--- config.mk ---
export PLATFORM = sky130hd
export DESIGN_NAME = timed_event_sequencer
export DESIGN_NICKNAME = d
export VERILOG_FILES = /design/src/tes_pkg.sv /design/src/timed_event_sequencer.sv /design/src/tes_front.sv /design/src/tes_back.sv
export SDC_FILE = /design/constraint.sdc
export NUM_CORES = 2
export LEC_CHECK = 0
export ABC_CLOCK_PERIOD_IN_PS = 28900
export BUFFER_PORTS_ARGS = -buffer_cell sky130_fd_sc_hd__buf_2
export CAP_MARGIN = 40
export CELL_PAD_IN_SITES_DETAIL_PLACEMENT = 0
export CELL_PAD_IN_SITES_GLOBAL_PLACEMENT = 1
export CORE_MARGIN = 3
export CORE_UTILIZATION = 45
export DETAILED_ROUTE_END_ITERATION = 16
export PLACE_DENSITY_LB_ADDON = 0.1
export SLEW_MARGIN = 10
export SYNTH_ARGS = -nofsm -noshare
export SYNTH_HDL_FRONTEND = slang
export SYNTH_SLANG_ARGS = --single-unit
--- constraint.sdc ---
create_clock -name clock -period 28.9 [get_ports clock]
set_input_delay 5.78 -clock clock [delete_from_list [all_inputs] [get_ports clock]]
set_output_delay 5.78 -clock clock [all_outputs]
set_load 0.02 [all_outputs]
--- src/tes_pkg.sv ---
// Shared types and constants of the timed event sequencer.
package tes_pkg;

   // Most events sent out by one tick
   localparam int MAX_RESULTS = 32;
   localparam int FIRE_W      = 6;

   // Register map and reset values
   localparam logic REG_DURATION = 1'b0;
   localparam logic REG_LOOP     = 1'b1;
   localparam logic [31:0] DURATION_RESET = 32'd48000;

   // Command codes after classification
   typedef enum logic [1:0] {
      OP_INSERT,
      OP_TICK,
      OP_RESTART,
      OP_NONE
   } op_type;

   // Opcodes as they arrive on the request channel
   localparam logic [1:0] OPC_INSERT  = 2'd0;
   localparam logic [1:0] OPC_TICK    = 2'd1;
   localparam logic [1:0] OPC_RESTART = 2'd2;

   // Back end sequencer states
   typedef enum logic [2:0] {
      S_IDLE,
      S_INS_START,
      S_INS_CMP,
      S_INS_PUT,
      S_TICK_CHK,
      S_TICK_CMP,
      S_TICK_END,
      S_DONE
   } state_type;

   // One stored event
   typedef struct packed {
      logic [31:0] time_val;
      logic [1:0]  kind;
      logic [31:0] voice;
      logic [31:0] freq;
   } entry_type;

   // One classified command waiting for the back end
   typedef struct packed {
      op_type    op;
      entry_type ev;
   } cmd_type;

   // One result word
   typedef struct packed {
      logic        event_valid;
      logic [1:0]  kind;
      logic [31:0] voice;
      logic [31:0] freq;
      logic        last;
      logic        status;
      logic        playing;
   } res_type;

endpackage

--- src/timed_event_sequencer.sv ---
// Timed event sequencer top level: configuration registers and channel ports.
//
// Usage: the req_ channel carries one command word: insert an event (time, kind,
// voice, frequency word), tick one sample, or restart playback. The rsp_ channel
// returns the result words of each command in order; rsp_last marks the final one.
// Insert, restart and unused opcodes give one word; a tick gives one word per fired
// event (at most 32), or a single empty word when nothing is due.
// All table access goes through one event memory with one write port and one
// registered read port. An insert moves each later entry up one place; a tick
// reads entries in order and fires each one that is due. Commands run one at a
// time; a two-word queue takes new requests while the back end is busy.
// The user writes duration and loop_enable over the APB port only while the
// block is idle; the block itself does not enforce this.
// Reset empties the table, zeroes counter and pointer and sets playback active;
// the memory is not cleared, since only filled entries are ever read.
// When the receiver stalls, the result register holds its word and the back end
// waits; requests keep entering until the queue is full.
module timed_event_sequencer #(
   parameter int TABLE_DEPTH = 32
) (
   input  logic        clock,
   input  logic        reset,
   input  logic        req_valid,
   output logic        req_ready,
   input  logic [1:0]  req_opcode,
   input  logic [31:0] req_event_time,
   input  logic [1:0]  req_event_kind,
   input  logic [31:0] req_voice_id,
   input  logic [31:0] req_freq_word,
   output logic        rsp_valid,
   input  logic        rsp_ready,
   output logic        rsp_event_valid,
   output logic [1:0]  rsp_out_kind,
   output logic [31:0] rsp_out_voice,
   output logic [31:0] rsp_out_freq,
   output logic        rsp_last,
   output logic        rsp_status,
   output logic        rsp_playing,
   input  logic        psel,
   input  logic        penable,
   input  logic        pwrite,
   input  logic [2:0]  paddr,
   input  logic [31:0] pwdata,
   output logic [31:0] prdata,
   output logic        pready
);
   import tes_pkg::*;

   logic [31:0] duration_ff;
   logic        loop_ff;
   logic        csr_wr;
   logic        cmd_valid, cmd_ready;
   cmd_type     cmd;
   res_type     rsp;

   // Configuration registers
   assign pready = 1'b1;
   assign csr_wr = psel && penable && pwrite && pready;

   always_ff @(posedge clock) begin
      if (reset) begin
         duration_ff <= DURATION_RESET;
         loop_ff     <= 1'b0;
      end else if (csr_wr) begin
         case (paddr[2])
            REG_DURATION: duration_ff <= pwdata;
            REG_LOOP:     loop_ff     <= pwdata[0];
            default:      loop_ff     <= loop_ff;
         endcase
      end
   end

   always_comb begin
      case (paddr[2])
         REG_DURATION: prdata = duration_ff;
         REG_LOOP:     prdata = {31'd0, loop_ff};
         default:      prdata = '0;
      endcase
   end

   tes_front u_front (
      .clock          (clock),
      .reset          (reset),
      .req_valid      (req_valid),
      .req_ready      (req_ready),
      .req_opcode     (req_opcode),
      .req_event_time (req_event_time),
      .req_event_kind (req_event_kind),
      .req_voice_id   (req_voice_id),
      .req_freq_word  (req_freq_word),
      .cmd_valid      (cmd_valid),
      .cmd_ready      (cmd_ready),
      .cmd            (cmd)
   );

   tes_back #(
      .TABLE_DEPTH (TABLE_DEPTH)
   ) u_back (
      .clock       (clock),
      .reset       (reset),
      .duration    (duration_ff),
      .loop_enable (loop_ff),
      .cmd_valid   (cmd_valid),
      .cmd_ready   (cmd_ready),
      .cmd         (cmd),
      .rsp_valid   (rsp_valid),
      .rsp_ready   (rsp_ready),
      .rsp         (rsp)
   );

   // Unpack the result word
   assign rsp_event_valid = rsp.event_valid;
   assign rsp_out_kind    = rsp.kind;
   assign rsp_out_voice   = rsp.voice;
   assign rsp_out_freq    = rsp.freq;
   assign rsp_last        = rsp.last;
   assign rsp_status      = rsp.status;
   assign rsp_playing     = rsp.playing;

endmodule

--- src/tes_front.sv ---
// Front end: accepts request words, classifies them and queues them.
module tes_front (
   input  logic             clock,
   input  logic             reset,
   input  logic             req_valid,
   output logic             req_ready,
   input  logic [1:0]       req_opcode,
   input  logic [31:0]      req_event_time,
   input  logic [1:0]       req_event_kind,
   input  logic [31:0]      req_voice_id,
   input  logic [31:0]      req_freq_word,
   output logic             cmd_valid,
   input  logic             cmd_ready,
   output tes_pkg::cmd_type cmd
);
   import tes_pkg::*;

   cmd_type    q_ff [2];
   logic       wr_ptr_ff, wr_ptr_in;
   logic       rd_ptr_ff, rd_ptr_in;
   logic [1:0] count_ff, count_in;
   cmd_type    new_cmd;
   logic       push, pop;

   // Classify the incoming word
   always_comb begin
      new_cmd.ev.time_val = req_event_time;
      new_cmd.ev.kind     = req_event_kind;
      new_cmd.ev.voice    = req_voice_id;
      new_cmd.ev.freq     = req_freq_word;
      case (req_opcode)
         OPC_INSERT:  new_cmd.op = OP_INSERT;
         OPC_TICK:    new_cmd.op = OP_TICK;
         OPC_RESTART: new_cmd.op = OP_RESTART;
         default:     new_cmd.op = OP_NONE;
      endcase
   end

   assign req_ready = (count_ff != 2'd2);
   assign cmd_valid = (count_ff != 2'd0);
   assign cmd       = q_ff[rd_ptr_ff];
   assign push      = req_valid && req_ready;
   assign pop       = cmd_valid && cmd_ready;

   // Advance pointers and fill level
   always_comb begin
      wr_ptr_in = push ? ~wr_ptr_ff : wr_ptr_ff;
      rd_ptr_in = pop ? ~rd_ptr_ff : rd_ptr_ff;
      count_in  = count_ff + {1'b0, push} - {1'b0, pop};
   end

   always_ff @(posedge clock) begin
      if (reset) begin
         wr_ptr_ff <= 1'b0;
         rd_ptr_ff <= 1'b0;
         count_ff  <= 2'd0;
      end else begin
         wr_ptr_ff <= wr_ptr_in;
         rd_ptr_ff <= rd_ptr_in;
         count_ff  <= count_in;
      end
   end

   // Hold queued words
   always_ff @(posedge clock) begin
      if (push) begin
         q_ff[wr_ptr_ff] <= new_cmd;
      end
   end

endmodule

--- src/tes_back.sv ---
// Back end: event table memory, insertion sort, tick playback and result register.
module tes_back #(
   parameter int TABLE_DEPTH = 32
) (
   input  logic             clock,
   input  logic             reset,
   input  logic [31:0]      duration,
   input  logic             loop_enable,
   input  logic             cmd_valid,
   output logic             cmd_ready,
   input  tes_pkg::cmd_type cmd,
   output logic             rsp_valid,
   input  logic             rsp_ready,
   output tes_pkg::res_type rsp
);
   import tes_pkg::*;

   localparam int AW = (TABLE_DEPTH > 1) ? $clog2(TABLE_DEPTH) : 1;
   localparam int CW = $clog2(TABLE_DEPTH + 1);

   // Event table memory
   entry_type mem [TABLE_DEPTH];
   entry_type rd_data_ff;

   state_type         state_ff, state_in;
   cmd_type           cmd_ff, cmd_in;
   logic [CW-1:0]     idx_ff, idx_in;
   logic [CW-1:0]     ptr_ff, ptr_in;
   logic [CW-1:0]     cnt_ff, cnt_in;
   logic [31:0]       counter_ff, counter_in;
   logic              active_ff, active_in;
   entry_type         pend_ff, pend_in;
   logic              pend_valid_ff, pend_valid_in;
   logic [FIRE_W-1:0] nfire_ff, nfire_in;
   logic              status_ff, status_in;
   res_type           rsp_ff;
   logic              rsp_valid_ff;

   logic              mem_we, mem_re;
   logic [AW-1:0]     mem_waddr, mem_raddr;
   entry_type         mem_wdata;
   logic              emit;
   res_type           emit_res;
   logic              out_free;
   logic [31:0]       counter_inc;
   logic              wrap_hit;
   logic              tick_playing;
   logic [CW-1:0]     cnt_m1, idx_m1, idx_m2;
   logic              place;
   logic [CW-1:0]     place_pos;

   assign out_free     = !rsp_valid_ff || rsp_ready;
   assign counter_inc  = counter_ff + 32'd1;
   assign wrap_hit     = (counter_inc >= duration);
   assign tick_playing = active_ff & ~(wrap_hit & ~loop_enable);
   assign cnt_m1       = cnt_ff - CW'(1);
   assign idx_m1       = idx_ff - CW'(1);
   assign idx_m2       = idx_ff - CW'(2);

   // Next state and datapath control
   always_comb begin
      state_in      = state_ff;
      cmd_in        = cmd_ff;
      idx_in        = idx_ff;
      ptr_in        = ptr_ff;
      cnt_in        = cnt_ff;
      counter_in    = counter_ff;
      active_in     = active_ff;
      pend_in       = pend_ff;
      pend_valid_in = pend_valid_ff;
      nfire_in      = nfire_ff;
      status_in     = status_ff;
      mem_we        = 1'b0;
      mem_waddr     = idx_ff[AW-1:0];
      mem_wdata     = cmd_ff.ev;
      mem_re        = 1'b0;
      mem_raddr     = ptr_ff[AW-1:0];
      emit          = 1'b0;
      emit_res      = '0;
      cmd_ready     = 1'b0;
      place         = 1'b0;
      place_pos     = idx_ff;

      case (state_ff)
         S_IDLE: begin
            cmd_ready = 1'b1;
            if (cmd_valid) begin
               cmd_in    = cmd;
               status_in = 1'b0;
               case (cmd.op)
                  OP_INSERT: state_in = S_INS_START;
                  OP_TICK: begin
                     nfire_in      = '0;
                     pend_valid_in = 1'b0;
                     state_in      = S_TICK_CHK;
                  end
                  OP_RESTART: begin
                     counter_in = '0;
                     ptr_in     = '0;
                     active_in  = 1'b1;
                     state_in   = S_DONE;
                  end
                  default: state_in = S_DONE;
               endcase
            end
         end

         S_INS_START: begin
            if (cnt_ff == CW'(TABLE_DEPTH)) begin
               status_in = 1'b1;
               state_in  = S_DONE;
            end else if (cnt_ff == '0) begin
               place     = 1'b1;
               place_pos = '0;
            end else begin
               // start scanning from the top entry downwards
               idx_in    = cnt_ff;
               mem_re    = 1'b1;
               mem_raddr = cnt_m1[AW-1:0];
               state_in  = S_INS_CMP;
            end
         end

         S_INS_CMP: begin
            if (rd_data_ff.time_val > cmd_ff.ev.time_val) begin
               // move the later entry up by one
               mem_we    = 1'b1;
               mem_waddr = idx_ff[AW-1:0];
               mem_wdata = rd_data_ff;
               idx_in    = idx_m1;
               if (idx_ff == CW'(1)) begin
                  state_in = S_INS_PUT;
               end else begin
                  mem_re    = 1'b1;
                  mem_raddr = idx_m2[AW-1:0];
               end
            end else begin
               place = 1'b1;
            end
         end

         S_INS_PUT: begin
            place = 1'b1;
         end

         S_TICK_CHK: begin
            if (ptr_ff < cnt_ff && nfire_ff < FIRE_W'(MAX_RESULTS)) begin
               mem_re    = 1'b1;
               mem_raddr = ptr_ff[AW-1:0];
               state_in  = S_TICK_CMP;
            end else begin
               state_in = S_TICK_END;
            end
         end

         S_TICK_CMP: begin
            if (rd_data_ff.time_val <= counter_ff) begin
               if (!pend_valid_ff || out_free) begin
                  // send the held event on, now known not to be the last
                  if (pend_valid_ff) begin
                     emit                 = 1'b1;
                     emit_res.event_valid = 1'b1;
                     emit_res.kind        = pend_ff.kind;
                     emit_res.voice       = pend_ff.voice;
                     emit_res.freq        = pend_ff.freq;
                     emit_res.playing     = tick_playing;
                  end
                  pend_in       = rd_data_ff;
                  pend_valid_in = 1'b1;
                  ptr_in        = ptr_ff + CW'(1);
                  nfire_in      = nfire_ff + FIRE_W'(1);
                  state_in      = S_TICK_CHK;
               end
            end else begin
               state_in = S_TICK_END;
            end
         end

         S_TICK_END: begin
            if (out_free) begin
               emit             = 1'b1;
               emit_res.last    = 1'b1;
               emit_res.playing = tick_playing;
               if (pend_valid_ff) begin
                  emit_res.event_valid = 1'b1;
                  emit_res.kind        = pend_ff.kind;
                  emit_res.voice       = pend_ff.voice;
                  emit_res.freq        = pend_ff.freq;
               end
               pend_valid_in = 1'b0;
               // advance the timeline, then wrap or stop at the end
               counter_in = counter_inc;
               if (wrap_hit) begin
                  if (loop_enable) begin
                     counter_in = '0;
                     ptr_in     = '0;
                  end else begin
                     active_in = 1'b0;
                  end
               end
               state_in = S_IDLE;
            end
         end

         S_DONE: begin
            if (out_free) begin
               emit             = 1'b1;
               emit_res.last    = 1'b1;
               emit_res.status  = status_ff;
               emit_res.playing = active_ff;
               state_in         = S_IDLE;
            end
         end

         default: state_in = S_IDLE;
      endcase

      // drop the new event into its slot and keep the next event in view
      if (place) begin
         mem_we    = 1'b1;
         mem_waddr = place_pos[AW-1:0];
         mem_wdata = cmd_ff.ev;
         cnt_in    = cnt_ff + CW'(1);
         if (place_pos < ptr_ff) begin
            ptr_in = ptr_ff + CW'(1);
         end
         state_in = S_DONE;
      end
   end

   // Control state
   always_ff @(posedge clock) begin
      if (reset) begin
         state_ff      <= S_IDLE;
         ptr_ff        <= '0;
         cnt_ff        <= '0;
         counter_ff    <= '0;
         active_ff     <= 1'b1;
         pend_valid_ff <= 1'b0;
         nfire_ff      <= '0;
      end else begin
         state_ff      <= state_in;
         ptr_ff        <= ptr_in;
         cnt_ff        <= cnt_in;
         counter_ff    <= counter_in;
         active_ff     <= active_in;
         pend_valid_ff <= pend_valid_in;
         nfire_ff      <= nfire_in;
      end
   end

   // Payload registers
   always_ff @(posedge clock) begin
      cmd_ff    <= cmd_in;
      idx_ff    <= idx_in;
      pend_ff   <= pend_in;
      status_ff <= status_in;
   end

   // Table memory: one write port, one registered read port
   always_ff @(posedge clock) begin
      if (mem_we) begin
         mem[mem_waddr] <= mem_wdata;
      end
   end

   always_ff @(posedge clock) begin
      if (mem_re) begin
         rd_data_ff <= mem[mem_raddr];
      end
   end

   // Result register
   always_ff @(posedge clock) begin
      if (reset) begin
         rsp_valid_ff <= 1'b0;
      end else if (emit) begin
         rsp_valid_ff <= 1'b1;
      end else if (rsp_ready) begin
         rsp_valid_ff <= 1'b0;
      end
   end

   always_ff @(posedge clock) begin
      if (emit) begin
         rsp_ff <= emit_res;
      end
   end

   assign rsp_valid = rsp_valid_ff;
   assign rsp       = rsp_ff;

   // Play pointer never passes the fill level
   a_ptr_in_range: assert property (@(posedge clock) disable iff (reset)
      ptr_ff <= cnt_ff)
      else $error("play pointer beyond entry count");

   a_cnt_in_range: assert property (@(posedge clock) disable iff (reset)
      cnt_ff <= CW'(TABLE_DEPTH))
      else $error("entry count beyond table depth");

   a_fire_cap: assert property (@(posedge clock) disable iff (reset)
      nfire_ff <= FIRE_W'(MAX_RESULTS))
      else $error("too many events fired in one tick");

   a_ins_scan: assert property (@(posedge clock) disable iff (reset)
      (state_ff == S_INS_CMP) |-> (idx_ff != '0 && cnt_ff < CW'(TABLE_DEPTH)))
      else $error("insert scan out of range");

   a_event_ok: assert property (@(posedge clock) disable iff (reset)
      (rsp_valid_ff && rsp_ff.event_valid) |-> !rsp_ff.status)
      else $error("fired event carries reject status");

endmodule
Word-level counts from Yosys, hierarchy flattened
Memories as Yosys holds them, arrays and structs flattened. A register that Yosys moved wholly into a read port is not among the register bits.
Index checks and enable logic that the tools add are counted.

cells by class
  equal/unequal tests = 32
  order comparisons = 6
  multiplexer cells = 105
  bitwise logic cells = 7
  reduce and logical (&&, ||, !) cells = 34
  add/subtract/negate cells = 9

operators with widths
  operator               number
  $mux 98                3
  $mux 67                3
  $mux 32                5
  $pmux 67 s2            1
  $pmux 32 s2            2
  $mux 6                 19
  $mux 68                1
  $mux 1                 40
  $add 32x1->32 const B  1
  $ge 32x32->1           1
  $gt 32x32->1           1
  $le 32x32->1           1
  $mux 3                 10
  $mux 5                 5
  $pmux 6 s2             2
  $add 6x1->6 const B    3
  $pmux 3 s6             1
  $pmux 6 s3             1
  $ne 2x1->1 const B     7
  $eq 3x3->1 const B     4
  $lt 6x6->1             2
  $ne 2x2->1 const B     6
  $pmux 1 s3             4
  $reduce_and 6->1       2
  other kinds (38)       68

word-level totals
  memories = 2
  bits of input ports = 142
  memory bits (writable) = 3336
  word-level logic and storage cells = 224
  output and inout port bits = 105
  flip-flop bits (word level) = 334

memory list
  name          words  bits a word  rd ports  clocked after Yosys merged registers in  write ports  RTL line         RTL
  u_back.mem    32     98           1         1                                        1            tes_back.sv:22   entry_type mem [TABLE_DEPTH];
  u_front.q_ff  2      100          1         1                                        1            tes_front.sv:18  cmd_type q_ff [2];

Logic depth before layout (Yosys ltp)
  depth after elaboration = 9
  gate-level depth with buffers = 20
  gate-level depth less buffers = 19

By module
A second synthesis with hierarchy kept.

unflattened totals
  cells, all modules = 9011
  area, all modules = 147225.0 um^2

by module, submodules not included
  module                 area each (um^2)  times used  cells an instance
  tes_back               138039.9          1           8488
  tes_front              7477.2            1           342
  timed_event_sequencer  1707.9            1           181

Worst setup path after synthesis
No wires, ideal clock.

  path kind = input to output
  start point = input paddr[2]
  end point = output prdata[10]
  stages = 3
  path slack = 16.679 ns
  path buffers = 2
  data required time = 23.120 ns
  data arrival time = 6.441 ns
  cell sequence = clkbuf_1 clkbuf_1 nor2_1

on the way
  longest elaborated chain between the ends = 2

RTL lines
  element              RTL line                     RTL
  start: declaration   timed_event_sequencer.sv:42  input logic [2:0] paddr,
  $not 1->1 (no line)  -
  $pmux 32 s2 *        timed_event_sequencer.sv:74  case (paddr[2])
  end: declaration     timed_event_sequencer.sv:44  output logic [31:0] prdata,

Every way passes the cells marked *; elsewhere a longest branch is shown, timed or not.

Final worst setup path
  start point = input paddr[2]
  end point = output prdata[0]

Same word-level chain as after synthesis.

==> impl_metrics.csv <==
group,metric,value,unit
synthesis,yosys.area_share.simple,0.0643,
critical_path,slowest_stage,"buf_2",
detailed_routing,vias,84031,
power,ir_drop,0.0959,mV
synthesis,yosysUniqueCellTypes,78,
global_routing,grt_start_max_net_pins,183,
final_layout,layout-drive-gt1-share,0.162,
detailed_routing,drtAntennaViolNets,0,
final_layout,mostFrequentLayoutCell,"edfxtp_1",
sta,fin_crit,12.58,ns
synthesis,avgSynthCellArea,16.5,µm²
detailed_routing,drt-initial-drc-count,9057,
sta,rsz0062_at_grt,"false",
place,io_buffers,243,
place,gp_congestion,0.813,
synthesis,yosys_warnings,0,
detailed_routing,wirelength,430000,µm
synthesis,synth_ff_type,"edfxtp_1",
place,placed_cells,13204,
final_layout,multi_input_area,0.0328,mm²
power,p_leak,56.5,nW
sta,fmax,79.5,MHz
critical_path,worst_setup_path_start_kind,"primary input",
synthesis,synth_compound_area_frac,0.0755,
final_layout,layout_common_cells,"edfxtp_1 (3675), nand2_1 (1070), a211oi_1 (419), clkbuf_16 (410), a31oi_1 (404)",
critical_path,crit_path_end_kind,"primary output",
synthesis,synth_edf_count,3675,
place,dp_hpwl,224000,µm
clocking,cts_tree,"done",
sta,finalSetupViolations,0,
clocking,ctsHoldBuffers,0,
critical_path,cpPeakStageDelay,0.47,ns
global_routing,grtUsageTotal,0.251,
synthesis,synth_top_family_by_area,"compound AO/OA/AOI/OAI gates",
final_layout,regArea,0.112,mm²
final_layout,utilization,0.514,
power,power_density,99.9,mW/mm²
sta,finalMaxSlewViolations,0,
global_routing,grt_pass1_vias,82752,
final_layout,fill_cells,26599,
die,die_height,579,µm
min_path,hp-class,"reg2reg",
detailed_routing,drc_errors,0,
sta,fin_worst_skew,0.0623,ns
clocking,htree_levels,5,
global_routing,antenna_found_initial,13,
synthesis,synthMuxAreaShare,0.0668,
detailed_routing,viasPerCell,6.03,
sta,hold_viol,0,
status,outcome,"complete, no violations",
sta,worst_pin_slew,1.03,ns
place,pre_cts_ws,16.30,ns
clocking,cts_buffers,401,
critical_path,critPathRequiredTime,23.12,ns
clocking,cts_buffer_depth,4,
final_layout,fin_nets,9543,
synthesis,synthCells,8985,
clocking,postCtsSetupBuffers,0,
die,start_util,0.454,
detailed_routing,wl_per_cell,30.8,µm
sta,fin_tns_setup,0,ns
die,io_pins,247,
synthesis,ys_seq_area_frac,0.759,
die,die_x,579,µm
flow_run,max_cap_viol_count,0,
critical_path,cp.arrival,6.80,ns
sta,slew_headroom,0.313,
critical_path,crit_buf_inv,2,
sta,fin_crit_sh,0.435,
clocking,clkLatencyLatePin,0.95,ns
critical_path,crit_type,"in2out",
die,die_area,0.336,mm²
global_routing,grt_pass1_wl,608000,µm
critical_path,crit_top_cell,"buf_2",
final_layout,syn2layout_area_growth,13.2,%
clocking,cts_resized,0,
critical_path,crit_chain,"buf_2 -> mux2_2 -> buf_2",
detailed_routing,drtPass1Iterations,6,
synthesis,synth-xor-area-share,0.00296,
synthesis,synth_nets,9244,
die,rows,209,
synthesis,synthAdderAreaFrac,0.00989,
synthesis,synth_area,0.148,mm²
final_layout,layoutNonFillerInstCount,13933,
clocking,numClockSinks,3769,
critical_path,path_delay_family,"buffers and inverters",
sta,timing.final.ws_setup,16.32,ns
clocking,path_clk_slew,0.06,ns
global_routing,grt_overflow,0,
critical_path,crit_fanout,35,
synthesis,synth-seq-cells,3769,
synthesis,async_flop_share,0,
die,core-area,0.326,mm²
clocking,cts_root_buf,"clkbuf_16",
==> area by class of cell <==
class	instances	area share
Tap cell	4325	0.0323
Timing Repair Buffer	496	0.0247
Clock buffer	513	0.0638
Clock inverter	208	0.0103
Antenna cell	6	0.0000896
Sequential cell	3769	0.670
Inverter	126	0.00288
Multi-Input combinational cell	4490	0.196
==> routing by layer <==
metal  vias up  routed length (µm)  GRT usage
li1      36236                   -          -
met1     44106              182000      0.351
met2      3048              210000      0.421
met3       641               25800     0.0277
met4         0               11800     0.0680
met5         -                   0          0
==> registers in the layout, indices dropped and copies added (netlist names), 2 cells and up, named ones only <==
| signal | count |
|---|---|
| u_back.mem | 3136 |
| u_front.q_ff | 200 |
| u_back.rsp | 70 |
| u_back.pend_ff | 66 |
| u_back.rd_data_ff | 98 |
| u_front.count_ff | 2 |
| u_back.state_ff | 3 |
| duration_ff | 32 |
| u_back.counter_ff | 32 |
| u_back.nfire_ff | 6 |
| u_back.ptr_ff | 6 |
| u_back.cnt_ff | 6 |
| u_back.cmd_ff | 98 |
| u_back.idx_ff | 6 |
==> cells by family after synthesis <==
logic type | after synthesis
fa+ha+maj | 117
compound gates | 1649
flops | 3769
mux | 691
xor+xnor | 50
simple gates | 1982
other cells | 1
buf+inv | 726
==> where the power goes <==
part	switching, mW	total (mW)	internal (mW)
combinational	3.17	4.69	1.52
sequential	0.159	7.14	6.98
clock	2.10	4.90	2.81
total	5.42	16.7	11.3
==> synthesized netlist by cell type, types with 7 or more instances <==
cell | count | area share
edfxtp_1 | 3675 | 0.75
nand2_1 | 1072 | 0.027
clkbuf_1 | 447 | 0.011
a211oi_1 | 420 | 0.021
a31oi_1 | 404 | 0.017
and3_1 | 401 | 0.017
mux2i_1 | 277 | 0.019
mux4_2 | 217 | 0.033
o22ai_1 | 200 | 0.0085
mux2_2 | 197 | 0.015
a21oi_1 | 183 | 0.0062
nor2_1 | 136 | 0.0035
o21ai_0 | 125 | 0.0042
inv_1 | 124 | 0.0031
ha_1 | 117 | 0.0099
nor3_1 | 103 | 0.0035
dfxtp_1 | 94 | 0.013
o32ai_1 | 79 | 0.0047
a22o_1 | 76 | 0.0045
and2_1 | 75 | 0.0032
buf_4 | 53 | 0.0027
buf_2 | 51 | 0.0017
a22oi_1 | 48 | 0.0024
nor4_1 | 45 | 0.0019
nor4_2 | 41 | 0.0035
xnor2_1 | 39 | 0.0023
nand3_1 | 35 | 0.0012
buf_6 | 33 | 0.0025
nand4_1 | 27 | 0.0011
a21o_1 | 23 | 0.0012
o221ai_1 | 21 | 0.0012
buf_1 | 13 | 0.00033
o211ai_1 | 13 | 0.00066
nand2b_1 | 12 | 0.00051
xor2_1 | 11 | 0.00065
o21a_1 | 10 | 0.00051
a21boi_0 | 7 | 0.00036
and4_1 | 7 | 0.00041
nor2b_1 | 7 | 0.00030
or3_1 | 7 | 0.00030
==> worst paths after layout <==
kind	start	endpoint	slack, ns	cells after the start
setup / recovery	paddr[2]	prdata[0]	16.32	3
hold / removal	u_back.rd_data_ff[10]	u_back.pend_ff[10]	0.44	0
setup reg to reg	u_back.rd_data_ff[88]	u_back.rd_data_ff[41]	21.15	14
hold reg to reg	u_back.rd_data_ff[10]	u_back.pend_ff[10]	0.44	0
==> per-stage QoR <==
stage               area (µm²)  total power [mW]  hold slack, ns
floorplan               148000              10.4           0.422
global route            168000              17.5           0.457
detailed placement      155000              12.0           0.432
CTS                     167000              16.9           0.443
global placement        154000              11.8           0.429
finish                  168000              16.7           0.443
(Power assumes the default switching activity.)
